**config.mk**
```make
export PLATFORM = sky130hd
export DESIGN_NAME = starter_crank_controller_unit
export DESIGN_NICKNAME = d
export VERILOG_FILES = /design/src/hdl/scc_pkg.sv /design/src/hdl/scc_cfg_regs.sv /design/src/hdl/scc_update.sv /design/src/hdl/starter_crank_controller_unit.sv
export SDC_FILE = /design/constraint.sdc
export NUM_CORES = 1
export LEC_CHECK = 0
export ABC_AREA = 0
export BUFFER_PORTS_ARGS = -buffer_cell sky130_fd_sc_hd__buf_2
export CAP_MARGIN = 0
export CORE_MARGIN = 4
export CORE_UTILIZATION = 43
export DETAILED_ROUTE_END_ITERATION = 10
export PLACE_DENSITY = 0.66
export SYNTH_ARGS = -nofsm -noshare
export SYNTH_HDL_FRONTEND = slang
export SYNTH_SLANG_ARGS = --single-unit
```
**constraint.sdc**
```tcl
create_clock -name clk_i -period 7.2 [get_ports clk_i]
set_input_delay 0 -clock clk_i [delete_from_list [all_inputs] [get_ports clk_i]]
set_output_delay 0 -clock clk_i [all_outputs]
set_load 0.02 [all_outputs]
```
**src/hdl/scc_pkg.sv**
```systemverilog
`timescale 1ns / 1ps
// ----------------------------------------------------------------------------
// scc_pkg
// Shared types, codes and constants of the starter crank controller.
// ----------------------------------------------------------------------------
package scc_pkg;

  // Milliseconds per second and the width of a limit held in milliseconds
  localparam int unsigned MsPerSecond = 1000;
  localparam int unsigned LimW        = 18;   // 255 * 1000 fits in 18 bits

  // Field widths
  localparam int unsigned TimeW = 32;
  localparam int unsigned RpmW  = 16;
  localparam int unsigned CfgW  = 16;
  localparam int unsigned CfgIdxW = 2;

  // Stream data widths (packed fields rounded up to whole bytes)
  localparam int unsigned InDataW  = 56;
  localparam int unsigned OutDataW = 8;

  // Reset values of the configuration registers
  localparam logic [RpmW-1:0] RpmThrRst    = 16'd400;
  localparam logic [LimW-1:0] CrankLimRst  = 18'd5000;
  localparam logic [LimW-1:0] CoolLimRst   = 18'd10000;
  localparam logic            ActLevelRst  = 1'b1;

  // Configuration register indexes
  typedef enum logic [CfgIdxW-1:0] {
    CFG_RPM_THR   = 2'd0,
    CFG_CRANK_SEC = 2'd1,
    CFG_COOL_SEC  = 2'd2,
    CFG_ACT_LEVEL = 2'd3
  } cfg_idx_e;

  // Controller states
  typedef enum logic [1:0] {
    ST_IDLE  = 2'd0,
    ST_CRANK = 2'd1,
    ST_COOL  = 2'd2
  } state_e;

  // Start request outcome codes
  typedef enum logic [1:0] {
    SO_NONE     = 2'd0,
    SO_STARTED  = 2'd1,
    SO_RUNNING  = 2'd2,
    SO_COOLDOWN = 2'd3
  } start_outcome_e;

  // Stop cause codes
  typedef enum logic [1:0] {
    SC_NONE    = 2'd0,
    SC_MANUAL  = 2'd1,
    SC_TIMEOUT = 2'd2,
    SC_ENGINE  = 2'd3
  } stop_cause_e;

  // Configuration as seen by the update logic
  typedef struct packed {
    logic [RpmW-1:0] rpm_thr;
    logic [LimW-1:0] crank_lim_ms;
    logic [LimW-1:0] cool_lim_ms;
    logic            act_level;
  } cfg_t;

  // One update beat
  typedef struct packed {
    logic             stop_request;
    logic             start_request;
    logic [RpmW-1:0]  engine_rpm;
    logic [TimeW-1:0] now_ms;
  } item_t;

  // One result beat
  typedef struct packed {
    stop_cause_e    stop_cause;
    start_outcome_e start_outcome;
    logic           in_cooldown;
    logic           is_cranking;
    logic           relay_level;
  } res_t;

endpackage

```
**src/hdl/scc_cfg_regs.sv**
```systemverilog
`timescale 1ns / 1ps
// ----------------------------------------------------------------------------
// scc_cfg_regs
// Configuration registers; second counts are kept as millisecond limits.
// ----------------------------------------------------------------------------
module scc_cfg_regs (
  input  logic                              clk_i,
  input  logic                              rst_ni,
  input  logic                              cfg_we_i,
  input  logic [scc_pkg::CfgIdxW-1:0]       cfg_idx_i,
  input  logic [scc_pkg::CfgW-1:0]          cfg_wdata_i,
  output scc_pkg::cfg_t                     cfg_o
);

  scc_pkg::cfg_t                  cfg_q;
  scc_pkg::cfg_t                  cfg_d;
  logic [scc_pkg::LimW-1:0]       wr_lim_ms;

  // Scale the written seconds to milliseconds
  assign wr_lim_ms = scc_pkg::LimW'(cfg_wdata_i[7:0])
                   * scc_pkg::LimW'(scc_pkg::MsPerSecond);

  // Select the register to write
  always_comb begin
    cfg_d = cfg_q;
    if (cfg_we_i) begin
      unique case (scc_pkg::cfg_idx_e'(cfg_idx_i))
        scc_pkg::CFG_RPM_THR:   cfg_d.rpm_thr      = cfg_wdata_i[scc_pkg::RpmW-1:0];
        scc_pkg::CFG_CRANK_SEC: cfg_d.crank_lim_ms = wr_lim_ms;
        scc_pkg::CFG_COOL_SEC:  cfg_d.cool_lim_ms  = wr_lim_ms;
        scc_pkg::CFG_ACT_LEVEL: cfg_d.act_level    = cfg_wdata_i[0];
        default:                cfg_d = cfg_q;
      endcase
    end
  end

  always_ff @(posedge clk_i or negedge rst_ni) begin
    if (!rst_ni) begin
      cfg_q.rpm_thr      <= scc_pkg::RpmThrRst;
      cfg_q.crank_lim_ms <= scc_pkg::CrankLimRst;
      cfg_q.cool_lim_ms  <= scc_pkg::CoolLimRst;
      cfg_q.act_level    <= scc_pkg::ActLevelRst;
    end else begin
      cfg_q <= cfg_d;
    end
  end

  assign cfg_o = cfg_q;

endmodule

```
**src/hdl/scc_update.sv**
```systemverilog
`timescale 1ns / 1ps
// ----------------------------------------------------------------------------
// scc_update
// Relay state machine: applies stop, start, crank and cooldown checks of one
// update beat and produces its result.
// ----------------------------------------------------------------------------
module scc_update (
  input  logic            clk_i,
  input  logic            rst_ni,
  input  logic            adv_i,     // commit this beat's state update
  input  scc_pkg::item_t  item_i,
  input  scc_pkg::cfg_t   cfg_i,
  output scc_pkg::res_t   res_o
);

  scc_pkg::state_e             state_q, state_d;
  logic [scc_pkg::TimeW-1:0]   crank_t0_q, crank_t0_d;
  logic [scc_pkg::TimeW-1:0]   cool_t0_q, cool_t0_d;

  // Next state, stamps and cause codes
  always_comb begin
    logic                      running;
    logic                      started;
    logic                      cool_set;
    logic [scc_pkg::TimeW-1:0] crank_el;
    logic [scc_pkg::TimeW-1:0] cool_el;
    scc_pkg::start_outcome_e   outcome;
    scc_pkg::stop_cause_e      cause;

    running    = item_i.engine_rpm >= cfg_i.rpm_thr;
    started    = 1'b0;
    cool_set   = 1'b0;
    outcome    = scc_pkg::SO_NONE;
    cause      = scc_pkg::SC_NONE;
    state_d    = state_q;
    crank_t0_d = crank_t0_q;
    cool_t0_d  = cool_t0_q;

    // Manual stop
    if (item_i.stop_request && state_d == scc_pkg::ST_CRANK) begin
      state_d  = scc_pkg::ST_COOL;
      cool_set = 1'b1;
      cause    = scc_pkg::SC_MANUAL;
    end

    // Start request; engine running wins over cooldown
    if (item_i.start_request) begin
      priority if (state_d == scc_pkg::ST_IDLE && !running) begin
        state_d = scc_pkg::ST_CRANK;
        started = 1'b1;
        outcome = scc_pkg::SO_STARTED;
      end else if (running) begin
        outcome = scc_pkg::SO_RUNNING;
      end else if (state_d == scc_pkg::ST_COOL) begin
        outcome = scc_pkg::SO_COOLDOWN;
      end else begin
        outcome = scc_pkg::SO_NONE;
      end
    end

    // Crank timeout, then engine caught
    crank_el = started ? '0 : item_i.now_ms - crank_t0_q;
    if (state_d == scc_pkg::ST_CRANK) begin
      priority if (crank_el >= scc_pkg::TimeW'(cfg_i.crank_lim_ms)) begin
        state_d  = scc_pkg::ST_COOL;
        cool_set = 1'b1;
        cause    = scc_pkg::SC_TIMEOUT;
      end else if (running) begin
        state_d  = scc_pkg::ST_COOL;
        cool_set = 1'b1;
        cause    = scc_pkg::SC_ENGINE;
      end else begin
        state_d  = scc_pkg::ST_CRANK;
      end
    end

    // End of cooldown
    cool_el = cool_set ? '0 : item_i.now_ms - cool_t0_q;
    if (state_d == scc_pkg::ST_COOL &&
        cool_el >= scc_pkg::TimeW'(cfg_i.cool_lim_ms)) begin
      state_d = scc_pkg::ST_IDLE;
    end

    if (started)  crank_t0_d = item_i.now_ms;
    if (cool_set) cool_t0_d  = item_i.now_ms;

    res_o.is_cranking   = (state_d == scc_pkg::ST_CRANK);
    res_o.in_cooldown   = (state_d == scc_pkg::ST_COOL);
    res_o.relay_level   = res_o.is_cranking ? cfg_i.act_level : ~cfg_i.act_level;
    res_o.start_outcome = outcome;
    res_o.stop_cause    = cause;
  end

  // State register
  always_ff @(posedge clk_i or negedge rst_ni) begin
    if (!rst_ni) begin
      state_q    <= scc_pkg::ST_IDLE;
      crank_t0_q <= '0;
      cool_t0_q  <= '0;
    end else if (adv_i) begin
      state_q    <= state_d;
      crank_t0_q <= crank_t0_d;
      cool_t0_q  <= cool_t0_d;
    end
  end

endmodule

```
**src/hdl/starter_crank_controller_unit.sv**
```systemverilog
`timescale 1ns / 1ps
// ----------------------------------------------------------------------------
// starter_crank_controller_unit
// Engine starter relay sequencer with idle, cranking and cooldown states.
// ----------------------------------------------------------------------------
// One update beat is taken every clock cycle while the result side does not
// stall. A beat is captured in the input register, decided by the relay state
// machine while it waits there and presented from the output register.
// Backpressure on the result side stalls both stages. Configuration writes
// take effect on the next clock and belong to times when no beat is in flight.
module starter_crank_controller_unit (
  input  logic                              clk_i,
  input  logic                              rst_ni,
  // Update beats
  input  logic                              s_axis_tvalid,
  output logic                              s_axis_tready,
  // now_ms[31:0], engine_rpm[47:32], start_request[48], stop_request[49], zeros
  input  logic [scc_pkg::InDataW-1:0]       s_axis_tdata,
  // Result beats
  output logic                              m_axis_tvalid,
  input  logic                              m_axis_tready,
  // relay_level[0], is_cranking[1], in_cooldown[2], start_outcome[4:3],
  // stop_cause[6:5], zero[7]
  output logic [scc_pkg::OutDataW-1:0]      m_axis_tdata,
  // Configuration writes
  input  logic                              cfg_we_i,
  input  logic [scc_pkg::CfgIdxW-1:0]       cfg_idx_i,
  input  logic [scc_pkg::CfgW-1:0]          cfg_wdata_i
);

  scc_pkg::cfg_t  cfg;
  scc_pkg::item_t in_q;
  scc_pkg::res_t  res;
  scc_pkg::res_t  out_q;
  logic           in_vld_q;
  logic           out_vld_q;
  logic           adv;
  logic           in_take;

  // Advance when the output register is free or being drained
  assign adv           = in_vld_q && (!out_vld_q || m_axis_tready);
  assign s_axis_tready = !in_vld_q || adv;
  assign in_take       = s_axis_tvalid && s_axis_tready;

  scc_cfg_regs u_cfg (
    .clk_i       (clk_i),
    .rst_ni      (rst_ni),
    .cfg_we_i    (cfg_we_i),
    .cfg_idx_i   (cfg_idx_i),
    .cfg_wdata_i (cfg_wdata_i),
    .cfg_o       (cfg)
  );

  scc_update u_upd (
    .clk_i  (clk_i),
    .rst_ni (rst_ni),
    .adv_i  (adv),
    .item_i (in_q),
    .cfg_i  (cfg),
    .res_o  (res)
  );

  // Input register: hold the beat until the state machine takes it
  always_ff @(posedge clk_i or negedge rst_ni) begin
    if (!rst_ni) begin
      in_vld_q <= 1'b0;
    end else if (s_axis_tready) begin
      in_vld_q <= s_axis_tvalid;
    end
  end

  always_ff @(posedge clk_i) begin
    if (in_take) begin
      in_q.now_ms        <= s_axis_tdata[31:0];
      in_q.engine_rpm    <= s_axis_tdata[47:32];
      in_q.start_request <= s_axis_tdata[48];
      in_q.stop_request  <= s_axis_tdata[49];
    end
  end

  // Output register: load a fresh result, drop it once taken
  always_ff @(posedge clk_i or negedge rst_ni) begin
    if (!rst_ni) begin
      out_vld_q <= 1'b0;
    end else if (adv) begin
      out_vld_q <= 1'b1;
    end else if (m_axis_tready) begin
      out_vld_q <= 1'b0;
    end
  end

  always_ff @(posedge clk_i) begin
    if (adv) begin
      out_q <= res;
    end
  end

  assign m_axis_tvalid = out_vld_q;
  assign m_axis_tdata  = {1'b0, out_q.stop_cause, out_q.start_outcome,
                          out_q.in_cooldown, out_q.is_cranking, out_q.relay_level};

  // Cranking and cooldown never show together
  a_state_excl: assert property (@(posedge clk_i) disable iff (!rst_ni)
    out_vld_q |-> !(out_q.is_cranking && out_q.in_cooldown))
    else $error("result shows cranking and cooldown together");

  // Any stop leaves the starter disengaged
  a_stop_disengages: assert property (@(posedge clk_i) disable iff (!rst_ni)
    (out_vld_q && out_q.stop_cause != scc_pkg::SC_NONE) |-> !out_q.is_cranking)
    else $error("starter still engaged after a stop");

  // A waiting input beat is never lost while the output is stalled
  a_in_hold: assert property (@(posedge clk_i) disable iff (!rst_ni)
    (in_vld_q && !adv) |=> in_vld_q)
    else $error("input beat dropped under backpressure");

endmodule
```
== Word level (Yosys, flattened, before mapping) ==
Cells that the tools add are included.
Storage, ports and cells
  flip-flop bits (word level): 172
  ROM bits: 0
  bits in latches: 0
  RAM bits: 0
  logic and storage cells: 81
  memories: 0
  bits of input ports: 79
Cells by class
  $lt $le $gt $ge: 3
  shift operators: 0
  bitwise logic cells: 2
  divide/modulo/power cells: 0
  equal/unequal tests: 9
  add/subtract/negate cells: 2
  multipliers: 1
  reduce and logical (&&, ||, !) cells: 20
  mux-type cells: 25
Operator list (number)
  >= comparator 32 x 18 -> 1 bit: 2
  two-way mux 32 bit: 2
  subtractor 32 bit: 2
  two-way mux 2 bit: 12
  >= comparator 16 bit: 1
  multiplier 8 x 7 -> 15 bit, second input constant: 1
  AND reduction 2 bit: 6
  two-way mux 1 bit: 11
  == test 2 bit, second input constant: 5
  == test 2 x 1 -> 1 bit, second input constant: 4
  logical AND 1 bit: 5
  logical NOT 2 bit: 2
  logical NOT 1 bit: 3
  logical OR 1 bit: 2
  NOT 1 bit: 2
  nonzero test 2 bit: 1
  OR reduction 2 bit: 1

== Longest topological paths before layout ==
  depth after elaboration: 17
  gate-level depth with buffers: 34
  gate-level depth less buffers: 31

== Hierarchy ==
From an unflattened synthesis, not the netlist that was laid out.
Unflattened totals
  cells, all modules: 1333
  area, all modules: 12902.4 sq um
By module, submodules not included
  scc_update: area each 7895.1 sq um, cells an instance 989, times used 1, sequential area each 1651.6 sq um
  scc_cfg_regs: area each 3180.6 sq um, cells an instance 277, times used 1, sequential area each 1193.6 sq um
  starter_crank_controller_unit: area each 1826.8 sq um, cells an instance 67, times used 1, sequential area each 1761.7 sq um

== Worst setup path after synthesis ==
No wires, ideal clock.
  path type: register -> register
  start: reg u_cfg.cfg_q, in the netlist u_cfg.cfg_o[41]
  end: reg u_upd.state_q[1]
  library setup time: 78 ps
  setup slack: 673 ps
  buffers on the path: 4
  arrival time: 6449 ps
  required time: 7122 ps
  cell stages (with the launch flop): 35
  path through: dfstp_2 inv_1 ha_1 a211o_1 a21oi_1 o21ai_0 a21oi_1 o21a_1 and2_1 clkbuf_1 clkbuf_1 nor2_1 ha_1 a21o_1 a21o_1 a21oi_1 o221ai_1 or4b_2 o221ai_1 a31oi_1 o211a_1 buf_6 buf_2 nor2_1 ha_1 a21oi_1 o211ai_1 a2111oi_0 nand3_1 a311oi_1 nand4_1 nor4_1 nand2_1 o211a_1 a21boi_1
Between the ends
  cells in the longest elaborated chain, start to end: 13
RTL lines
  from (decl): line scc_cfg_regs.sv:15  | scc_pkg::cfg_t cfg_q;
  from (signal assigned): line scc_cfg_regs.sv:44  | cfg_q <= cfg_d;
  >= comparator 16 bit *: line scc_update.sv:30  | running = item_i.engine_rpm >= cfg_i.rpm_thr;
  logical NOT 1 bit: line scc_update.sv:48  | priority if (state_d == scc_pkg::ST_IDLE && !running) begin
  logical AND 1 bit: line scc_update.sv:48
  two-way mux 1 bit: line scc_update.sv:48
  two-way mux 1 bit: line scc_update.sv:47  | if (item_i.start_request) begin
  two-way mux 32 bit: line scc_update.sv:62  | crank_el = started ? '0 : item_i.now_ms - crank_t0_q;
  >= comparator 32 x 18 -> 1 bit: line scc_update.sv:64  | priority if (crank_el >= scc_pkg::TimeW'(cfg_i.crank_lim_ms)) begin
  two-way mux 1 bit: line scc_update.sv:64
  two-way mux 1 bit: line scc_update.sv:63  | if (state_d == scc_pkg::ST_CRANK) begin
  two-way mux 32 bit: line scc_update.sv:78  | cool_el = cool_set ? '0 : item_i.now_ms - cool_t0_q;
  >= comparator 32 x 18 -> 1 bit: line scc_update.sv:80  | cool_el >= scc_pkg::TimeW'(cfg_i.cool_lim_ms)) begin
  logical AND 1 bit: line scc_update.sv:79  | if (state_d == scc_pkg::ST_COOL &&
  two-way mux 2 bit *: line scc_update.sv:79
  to (signal assigned): line scc_update.sv:97  | state_q <= scc_pkg::ST_IDLE;
  to (signal assigned): line scc_update.sv:101  | state_q <= state_d;
  to (decl): line scc_update.sv:16  | scc_pkg::state_e state_q, state_d;
Every way passes the cells marked *; elsewhere a longest branch is shown, timed or not.
A chain may end at the register's enable or synchronous reset.

== Worst setup path after layout ==
  start: reg in_q[1] (netlist bit)
  end: reg u_upd.state_q[1]
Between the ends
  cells in the longest elaborated chain, start to end: 9
RTL lines
  from (decl): line starter_crank_controller_unit.sv:32  | scc_pkg::item_t in_q;
  subtractor 32 bit: line scc_update.sv:62
  two-way mux 32 bit: line scc_update.sv:62
  >= comparator 32 x 18 -> 1 bit: line scc_update.sv:64
  two-way mux 1 bit: line scc_update.sv:64
  two-way mux 1 bit: line scc_update.sv:63
  two-way mux 32 bit: line scc_update.sv:78
  >= comparator 32 x 18 -> 1 bit: line scc_update.sv:80
  logical AND 1 bit: line scc_update.sv:79
  two-way mux 2 bit *: line scc_update.sv:79
Marked as above.

==> impl_metrics.env <==
export IMPL_status="completed"
export IMPL_ys_seq_elements=172
export IMPL_syn_nets=1692
export IMPL_fin_ws_ns=0.445
export IMPL_hold_violations=0
export IMPL_multiInputGateArea_mm2=0.00763
export IMPL_worstPathMaxFanout=45
export IMPL_numPortBuffers=81
export IMPL_maxCapViolCount=0
export IMPL_crit_type="reg -> reg"
export IMPL_chipWidth_um=182
export IMPL_antenna_cells=0
export IMPL_slowest_stage="or4b_2"
export IMPL_cts_tree="done"
export IMPL_synth_top_area_share_pct=19.5
export IMPL_dr_wl_met2_um=15800
export IMPL_final_nets=1833
export IMPL_clock_tree_buffer_depth=2
export IMPL_die_area_mm2=0.0330
export IMPL_post_route_period_util_pct=93.8
export IMPL_top_layer_used="met4"
export IMPL_vias=11000
export IMPL_power_share_combinational_pct=64.3
export IMPL_rsz0062_at_grt="true"
export IMPL_ys_seq_area_share_pct=35.5
export IMPL_dr_wl_met3_um=1540
export IMPL_final_layout_size_suffix_gt1_share_pct=12.2
export IMPL_slew_headroom_pct=38.4
export IMPL_dpl_hpwl_um=25400
export IMPL_synth_area_per_cell_um2=8.98
export IMPL_period_needed_ns=6.75
export IMPL_leakagePower_nw=6.75
export IMPL_fin_tns_setup_ns=0
export IMPL_cts_sinks=172
export IMPL_viasPerCell=5.54
export IMPL_clockPowerShare_pct=13.9
export IMPL_wl_um=34000
export IMPL_gr_total_overflow=0
export IMPL_worstHoldPathType="in -> reg"
export IMPL_fillers=2718
export IMPL_synthDistinctLibCells=78
export IMPL_rows=63
export IMPL_syn_to_final_growth_pct=17.1
export IMPL_slowest_delay_ns=0.66
export IMPL_seq_area_mm2=0.00461
export IMPL_power_switching_w=0.00319
export IMPL_clk_latency_ns=0.45
export IMPL_drtAntennaViolNets=0
export IMPL_pre_cts_ws_ns=0.0978
export IMPL_critPathCaptureType="flip-flop"
export IMPL_vdd_drop_max_uv=225
export IMPL_cts_made_buffers=17
export IMPL_worst_hold_slack_ns=0.0219
export IMPL_seqPwrFrac_pct=21.8
export IMPL_grt_pass1_vias=11000
export IMPL_synth_edff_count=57
export IMPL_synthCells=1444
export IMPL_synth_top_area_cell="dfrtp_1"
export IMPL_coreArea_mm2=0.0297
export IMPL_arrival_ns=7.13
export IMPL_grt_usage_pct=20.9
export IMPL_grt_pass1_wl_um=56100
export IMPL_postLayoutCellArea_mm2=0.0152
export IMPL_p_per_area_mw_per_mm2=444
export IMPL_synthFlopType="dfrtp_1"
export IMPL_r2r_setup_slack_ns=0.45
export IMPL_tightest_slew_ns=0.921
export IMPL_gp_congestion=0.937
export IMPL_fmax_mhz=148
export IMPL_drtIter0Drc=880
export IMPL_drc=0
export IMPL_root_buffer="clkbuf_16"
export IMPL_synthArstFlopShare_pct=66.9
export IMPL_swShare_pct=47.3
export IMPL_yosysWarningCount=0
export IMPL_ios=89
export IMPL_cts_max_level=4
export IMPL_p_int_w=0.00355
export IMPL_initial_core_util_pct=43.6
export IMPL_path_clk_slew_ns=0.08
export IMPL_die_height_um=182
export IMPL_setup_viol=0
export IMPL_grt_max_degree=63
export IMPL_wire_per_inst_um=17.1
export IMPL_skew_ns=0.0119
export IMPL_cp_start_kind="flip-flop"
export IMPL_wl_met1_um=15900
export IMPL_worst_ep_required_time_ns=7.57
export IMPL_dr_pass1_iters=5
export IMPL_dpl_cell_area_mm2=0.0138
export IMPL_synth_area_leaders="dfrtp_1 19%, ha_1 14%, edfxtp_1 13%"
export IMPL_synth_cell_area_mm2=0.0130
export IMPL_slew_violations=0
export IMPL_antenna_found_initial=0
==> cells in the mapped netlist (all sizes together) (24+ instances only) <==
| cell | count |
|---|---|
| a21o | 28 |
| a21oi | 94 |
| clkbuf | 36 |
| dfrtp | 101 |
| edfxtp | 57 |
| fa | 24 |
| ha | 145 |
| inv | 161 |
| nand2 | 140 |
| nand3 | 50 |
| nor2 | 81 |
| o21ai | 152 |
| xnor2 | 29 |
==> critical path, delay by kind of cell, from the launching register on <==
family / cells / cell delay, ns
AO/OA/AOI/OAI: 17 / 3.43
buffers and inverters: 1 / 0.23
flip-flops: 1 / 0.46
XOR/XNOR: 1 / 0.16
adder cells (fa/ha/maj): 3 / 0.89
AND/OR/NAND/NOR: 8 / 1.45
==> cells in the final DEF, fill, tap and decap left out, drive strengths merged, types with 9 or more instances in the layout <==
cell type,synthesis,final
edfxtp,57,57
dlygate4sd3,0,71
nand4,22,22
a211oi,13,13
nand2b,18,18
fa,24,24
a21oi,94,94
nand2,140,140
dfrtp,101,101
o21ai,152,152
ha,145,145
o211ai,20,20
nor2,81,81
o21a,17,17
buf,11,98
xnor2,29,29
nor4,9,9
nor2b,12,12
clkbuf,36,17
nand3,50,50
and3,9,9
nor3,20,20
a21o,28,28
inv,161,169
o21bai,12,12
dfstp,14,14
xor2,18,18
mux2,17,17
==> stage by stage <==
step | std cells | utilization [%] | power, W
6_report | 1988 | 51.1 | 0.00674
5_1_grt | 1988 | 51.1 | 0.00738
4_1_cts | 1986 | 50.8 | 0.00666
3_5_place_dp | 1883 | 46.4 | 0.00565
3_3_place_gp | 1883 | 46.4 | 0.00556
2_1_floorplan | 1444 | - | 0.00459
==> metal layers <==
metal  vias to the layer above  track usage (%)
li1                       5434                -
met1                      5254             28.1
met2                       276             34.8
met3                        51             3.45
met4                         0             6.42
met5                         -                0
==> worst paths after layout <==
check / from / to / cells past startpoint
setup / recovery: in_q[1] / u_upd.state_q[1] / 30
hold / removal: cfg_wdata_i[0] / u_cfg.cfg_o[4] / 2
setup reg to reg: in_q[1] / u_upd.state_q[1] / 30
hold reg to reg: u_cfg.cfg_o[11] / u_cfg.cfg_o[11] / 2
max in group asynchronous: rst_ni / u_cfg.cfg_o[8] / 3
min in group asynchronous: rst_ni / m_axis_tvalid / 2
==> cell families after synthesis <==
logic type	Yosys count	share of synthesized area, %
adders and majority gates	169	17.7
buffers and inverters	208	6.23
AOI/OAI and AO/OA	409	19.5
and+or+nand+nor	415	15.9
muxes	23	1.94
DFF	172	35.5
xor gates and xnor gates	47	3.18
other	1	0.0289
==> power by group through the flow <==
stage / sequential, W / clock [W] / combinational [W]
2_1_floorplan: 0.00145 / 0 / 0.00314
3_3_place_gp: 0.00148 / 0 / 0.00408
3_5_place_dp: 0.00149 / 0 / 0.00417
4_1_cts: 0.00147 / 0.000961 / 0.00423
5_1_grt: 0.00150 / 0.00100 / 0.00488
6_report: 0.00147 / 0.000940 / 0.00434
==> flip-flops by register name (all words and copies together), names as in the netlist <==
signal,cells
in_q,50
in_vld_q,1
m_axis_tdata,7
m_axis_tvalid,1
u_cfg.cfg_o,47
u_upd.cool_t0_q,32
u_upd.crank_t0_q,32
u_upd.state_q,2
==> final cells by class <==
class | instances | share of cell area, %
inverters | 161 | 3.98
clock inverters | 15 | 1.15
repair buffers | 169 | 8.24
clock buffers | 17 | 2.80
multi-input cells | 1064 | 50.3
flip-flops and latches | 172 | 30.4
well taps | 390 | 3.22
==> repair_timing <==
action / 4_1_cts / 5_1_grt
buffers inserted: 0 / 2
endpoints found under the hold margin: 123 / 0
hold buffers: 71 / 0
resized for setup: 0 / 18
endpoints found under the setup margin: 0 / 2
(Power assumes the default switching activity.)
